## src/hdl/ept_pkg.sv

```systemverilog
// Shared types and constants for the embargo pool table.
// No dependencies; used by every module of the block.
package ept_pkg;

   localparam int POOL_DEPTH_DEF = 16;
   localparam int KEY_W          = 256;
   localparam int WORD_W         = 64;
   localparam int DL_W           = 33;
   localparam int TIME_W         = 32;
   localparam int EMB_W          = 16;
   localparam int OCC_W          = 5;
   localparam int MAXC_W         = 5;
   localparam logic [MAXC_W-1:0] MAX_EMIT = 5'd16;
   localparam logic [EMB_W-1:0]  EMBARGO_RESET = 16'd30;

   localparam logic [1:0] REQ_ADD      = 2'd0;
   localparam logic [1:0] REQ_REMOVE   = 2'd1;
   localparam logic [1:0] REQ_CONTAINS = 2'd2;
   localparam logic [1:0] REQ_EXPIRE   = 2'd3;

   localparam logic [1:0] ST_INSERTED = 2'd0;
   localparam logic [1:0] ST_DUP      = 2'd1;
   localparam logic [1:0] ST_EVICTED  = 2'd2;

   typedef enum logic [2:0] {
      S_IDLE,
      S_RD,
      S_CMP,
      S_DECIDE,
      S_CNT_DONE,
      S_EMIT_RD,
      S_EMIT_CMP
   } state_type;

   typedef struct packed {
      logic load_req;
      logic clr_scan;
      logic next_slot;
      logic eval_lookup;
      logic eval_count;
      logic eval_emit;
      logic finish_single;
   } cmd_type;

   typedef struct packed {
      logic is_expire;
      logic last_slot;
      logic n_zero;
      logic emit_hit;
      logic emit_last;
      logic rsp_free;
   } stat_type;

endpackage

```

## src/hdl/ept_ctrl.sv

```systemverilog
// Controller state machine for the embargo pool table.
// Depends on ept_pkg; drives ept_datapath through cmd_type.
module ept_ctrl (
   input  logic              clock,
   input  logic              reset,
   input  logic              req_valid,
   output logic              req_ready,
   input  ept_pkg::stat_type stat,
   output ept_pkg::cmd_type  cmd
);

   ept_pkg::state_type state_ff, state_in;

   always_ff @(posedge clock) begin
      if (reset) begin
         state_ff <= ept_pkg::S_IDLE;
      end else begin
         state_ff <= state_in;
      end
   end

   always_comb begin
      state_in  = state_ff;
      cmd       = '0;
      req_ready = 1'b0;
      case (state_ff)
         ept_pkg::S_IDLE: begin
            req_ready = 1'b1;
            if (req_valid) begin
               cmd.load_req = 1'b1;
               state_in     = ept_pkg::S_RD;
            end
         end
         ept_pkg::S_RD: begin
            state_in = ept_pkg::S_CMP;
         end
         ept_pkg::S_CMP: begin
            if (stat.is_expire) begin
               cmd.eval_count = 1'b1;
            end else begin
               cmd.eval_lookup = 1'b1;
            end
            if (stat.last_slot) begin
               state_in = stat.is_expire ? ept_pkg::S_CNT_DONE : ept_pkg::S_DECIDE;
            end else begin
               cmd.next_slot = 1'b1;
               state_in      = ept_pkg::S_RD;
            end
         end
         ept_pkg::S_DECIDE: begin
            if (stat.rsp_free) begin
               cmd.finish_single = 1'b1;
               state_in          = ept_pkg::S_IDLE;
            end
         end
         ept_pkg::S_CNT_DONE: begin
            if (stat.n_zero) begin
               if (stat.rsp_free) begin
                  cmd.finish_single = 1'b1;
                  state_in          = ept_pkg::S_IDLE;
               end
            end else begin
               cmd.clr_scan = 1'b1;
               state_in     = ept_pkg::S_EMIT_RD;
            end
         end
         ept_pkg::S_EMIT_RD: begin
            state_in = ept_pkg::S_EMIT_CMP;
         end
         ept_pkg::S_EMIT_CMP: begin
            if (stat.emit_hit) begin
               if (stat.rsp_free) begin
                  cmd.eval_emit = 1'b1;
                  if (stat.emit_last) begin
                     state_in = ept_pkg::S_IDLE;
                  end else begin
                     cmd.next_slot = 1'b1;
                     state_in      = ept_pkg::S_EMIT_RD;
                  end
               end
            end else begin
               cmd.next_slot = 1'b1;
               state_in      = ept_pkg::S_EMIT_RD;
            end
         end
         default: begin
            state_in = ept_pkg::S_IDLE;
         end
      endcase
   end

endmodule

```

## config.mk

```make
export PLATFORM = sky130hd
export DESIGN_NAME = ept_ctrl
export DESIGN_NICKNAME = d
export VERILOG_FILES = /design/src/hdl/ept_pkg.sv /design/src/hdl/ept_ctrl.sv
export SDC_FILE = /design/constraint.sdc
export NUM_CORES = 1
export LEC_CHECK = 0
export BUFFER_PORTS_ARGS = -buffer_cell sky130_fd_sc_hd__clkbuf_2
export CAP_MARGIN = 5
export CELL_PAD_IN_SITES_DETAIL_PLACEMENT = 0
export CELL_PAD_IN_SITES_GLOBAL_PLACEMENT = 2
export CORE_MARGIN = 2
export CORE_UTILIZATION = 21
export CTS_CLUSTER_SIZE = 28
export DETAILED_ROUTE_END_ITERATION = 12
export PLACE_DENSITY_LB_ADDON = 0.15
export SYNTH_ARGS = -nofsm -noshare
export SYNTH_HDL_FRONTEND = slang
export SYNTH_SLANG_ARGS = --single-unit
```

## constraint.sdc

```tcl
create_clock -name clock -period 1.5 [get_ports clock]
set_input_delay 0.3 -clock clock [delete_from_list [all_inputs] [get_ports clock]]
set_output_delay 0.3 -clock clock [all_outputs]
set_load 0.02 [all_outputs]
```

==> summary.md <==
| Metric | Value |
|---|---|
| # placed instances | `79` |
| Dpl ws | `0.0827 ns` |
| H-tree levels | `1` |
| Largest reg by FF count | `state_ff` |
| Gr ovfl total | `0` |
| Crit-path max FO | `3` |
| Final Util | `41.9%` |
| GRT busiest layer | `met2` |
| Final cell count without fillers | `88` |
| Worst r2r dst | `state_ff[2]` |
| TritonRoute pass-1 iters | `4` |
| CTS clk-pin slew, worst paths | `0.04 ns` |
| Clock latency on the worst-skew pair | `0.23 ns` |
| Final TNS setup | `-0.0927 ns` |
| Worst Hold Path EP | `state_ff[1]` |
| Crit Path Class | `flip-flop to primary output` |
| VDD IR max | `0.678 mV` |
| Worst-margin pin slew | `0.327 ns` |
| Final count of hold timing violations | `0` |
| Layout cells sized above 1 | `63.9%` |
| CTS buffer count | `3` |
| Worst reg2reg startpoint | `state_ff[0]` |
| Die Y | `44.0 um` |
| Critical path's largest stage delay | `0.32 ns` |
| WHS | `0.255 ns` |
| TritonCTS clock tree | `yes` |
| Clock power frac | `28.4%` |
| Hold-fix buffers, CTS | `0` |
| CP required | `1.20 ns` |
| Internal Pwr Total | `0.318 mW` |
| R2R Setup Slk | `0.16 ns` |
| RSZ-0062 raised after global routing | `yes` |
| Yosys cell types | `27` |
| Worst hold path depth | `2` |
| Pwr/cell area | `790 nW/um2` |
| Final Worst Setup Slack | `-0.0927 ns` |
| Max Clk Rate | `628 MHz` |
| Routed Wire Length | `1060 um` |
| Max stage delay cell, worst path | `dfxtp_2` |
| CP Cell Sequence | `nand2b_4 > or3_4 > a21oi_2 > buf_4` |
| P&R area growth vs syn | `88.1%` |
| Clk buf depth | `2` |
| Fin Clk Skew | `0.00349 ns` |
| Final Slew Violations | `0` |
| Outcome | `finished, violations left` |
| Clk sinks | `3` |
| Crit end category | `primary output` |
| Post-DP HPWL | `771 um` |
| Avg Vias per Cell | `5.06` |
| Hold path startpoint | `reset` |
| Drt initial violations | `12` |
| Gr usage total | `11.9%` |
| Final net count | `82` |
| Setup violators final | `1` |
| #FFs+latches synth | `3` |
| Syn Area/Cell | `7.62 um2` |
| Min Tclk post-route | `1.59 ns` |
| Inserted Diodes | `0` |
| # DRC | `0` |
| Failing checks | `negative setup slack` |
| Static leakage | `0.292 nW` |
| Biggest regs | `state_ff: 3 flops` |
| Sequential power share | `21.2%` |
| Final Cycle Share | `106%` |
| Port-buffer cells | `16` |
| Initial core utilization | `22.3%` |
| Die width | `44.0 um` |
| Slew headroom | `78.0%` |
| Comb power frac | `50.4%` |
| Sw Pwr | `0.180 mW` |
| Met3 Track Usage GR | `5.00%` |
| GP Congestion | `0.719` |
| Core Region | `1510 um2` |
| Vias | `445` |
| M2 GR Usage | `17.6%` |
| Grt met1 use | `16.5%` |
| Max-Cap Viols | `0` |
| Avg WL per Cell | `12.1 um` |
| Syn Nets | `53` |
| DIE AREA | `1930 um2` |
| Sequential cell area fraction in the yosys report | `17.9%` |
| CTS Root Cell | `clkbuf_4` |
| FP Rows | `14` |
| Synth warn | `0` |
| Hold/Removal Path Class | `input pin to flip-flop` |
| Critical Path Source Type | `flip-flop` |
| Netlist Area Pre-Place | `335 um2` |
| Vias in the first global route | `395` |
| Post-DRT Antenna Nets | `0` |
| R2R cell count | `3` |
| I/O pin count | `17` |
| Pin count of the biggest net entering global routing | `11` |
| First-pass GRT wire length | `1690 um` |
| Cells after Synth | `44` |
| Initial antenna violation count | `0` |
| Switching share of total power | `36.2%` |
| Worst path arrival time | `1.29 ns` |
| Max reg flops | `3` |
-- power by group through the flow --
stage          combinational, mW  clock, mW  sequential [mW]
2_1_floorplan              0.134          0           0.0988
3_3_place_gp               0.202          0            0.104
3_5_place_dp               0.198          0            0.103
4_1_cts                    0.222      0.147            0.104
5_1_grt                    0.270      0.162            0.109
6_report                   0.251      0.141            0.106
-- placed cells by master, fill, tap and decap left out, types with 2 or more instances in the layout --
cell / count
nor3_2: 2
nand3_1: 2
nand2_1: 2
dfxtp_2: 2
buf_4: 13
clkbuf_4: 4
o2111ai_1: 2
clkbuf_2: 9
nand2b_4: 2
a31oi_1: 2
inv_1: 5
-- critical path, delay by kind of cell, from the launching register on --
| family | cells | cell delay [ns] |
|---|---|---|
| DFF | 1 | 0.32 |
| and+or+nand+nor | 2 | 0.46 |
| buffers and inverters | 1 | 0.15 |
| AOI/OAI and AO/OA | 1 | 0.14 |
-- layout make-up --
type	count	area, um2
sequential	3	66.3
fill	161	876
clock buffer	4	26.3
timing repair buffer	27	206
tap	16	20.0
multi-input combinational	33	293
inverter	5	18.8
-- what timing repair did --
item,4_1_cts,5_1_grt
endpoints found under the hold margin,0,0
setup buffers,0,4
resized for setup,10,19
setup endpoints to repair,6,7
gates cloned,0,1
pin swaps,0,3
-- per-stage QoR --
step	area [um2]	total power, mW
2_1_floorplan	344	0.232
3_3_place_gp	462	0.306
3_5_place_dp	462	0.301
4_1_cts	528	0.473
5_1_grt	631	0.541
6_report	631	0.498
-- cells in the mapped netlist, drive strengths merged --
cell     instances  area (um2)
dfxtp            3        60.1
and4bb           1        12.5
o21ai            1        5.00
o2111ai          2        17.5
and2b            1        7.51
inv              5        18.8
o211a            1        10.0
or3              1        6.26
a21oi            2        10.0
nand3            2        10.0
buf              3        27.5
or4              1        7.51
nor3             3        15.0
nand2            3        18.8
a2111oi          1        10.0
or2b             1        7.51
nor2b            1        6.26
nor4             2        12.5
and2             1        6.26
a211oi           1        7.51
nor3b            1        7.51
nand2b           3        18.8
o32a             1        10.0
a31oi            2        12.5
a311o            1        10.0
-- per-layer routing --
| metal | vias to the layer above | wire length, um |
|---|---|---|
| met5 | - | 0 |
| met4 | 0 | 0 |
| met3 | 0 | 76 |
| met2 | 15 | 472 |
| met1 | 209 | 514 |
| li1 | 221 | - |
-- kinds of logic (layout without fill, tap and decap cells) --
group,count (synthesis),in the layout,share of synthesized area [%]
compound gates,12,12,27.6
buf+inv,8,36,13.8
flops,3,3,17.9
simple gates,21,21,40.7
-- worst max-delay path by stage --
| stage | start | endpoint | slack [ns] | cells after the start |
|---|---|---|---|---|
| 2_1_floorplan | state_ff[0] | cmd[1] | -0.004 | 2 |
| 3_3_place_gp | stat[0] | cmd[4] | 0.1 | 5 |
| 3_5_place_dp | stat[0] | cmd[4] | 0.08 | 5 |
| 4_1_cts | state_ff[1] | cmd[0] | -0.14 | 4 |
| 5_1_grt | state_ff[1] | cmd[0] | -0.16 | 4 |
| 6_report | state_ff[1] | cmd[0] | -0.09 | 4 |
Note: power is estimated with default switching activity, not from simulation.
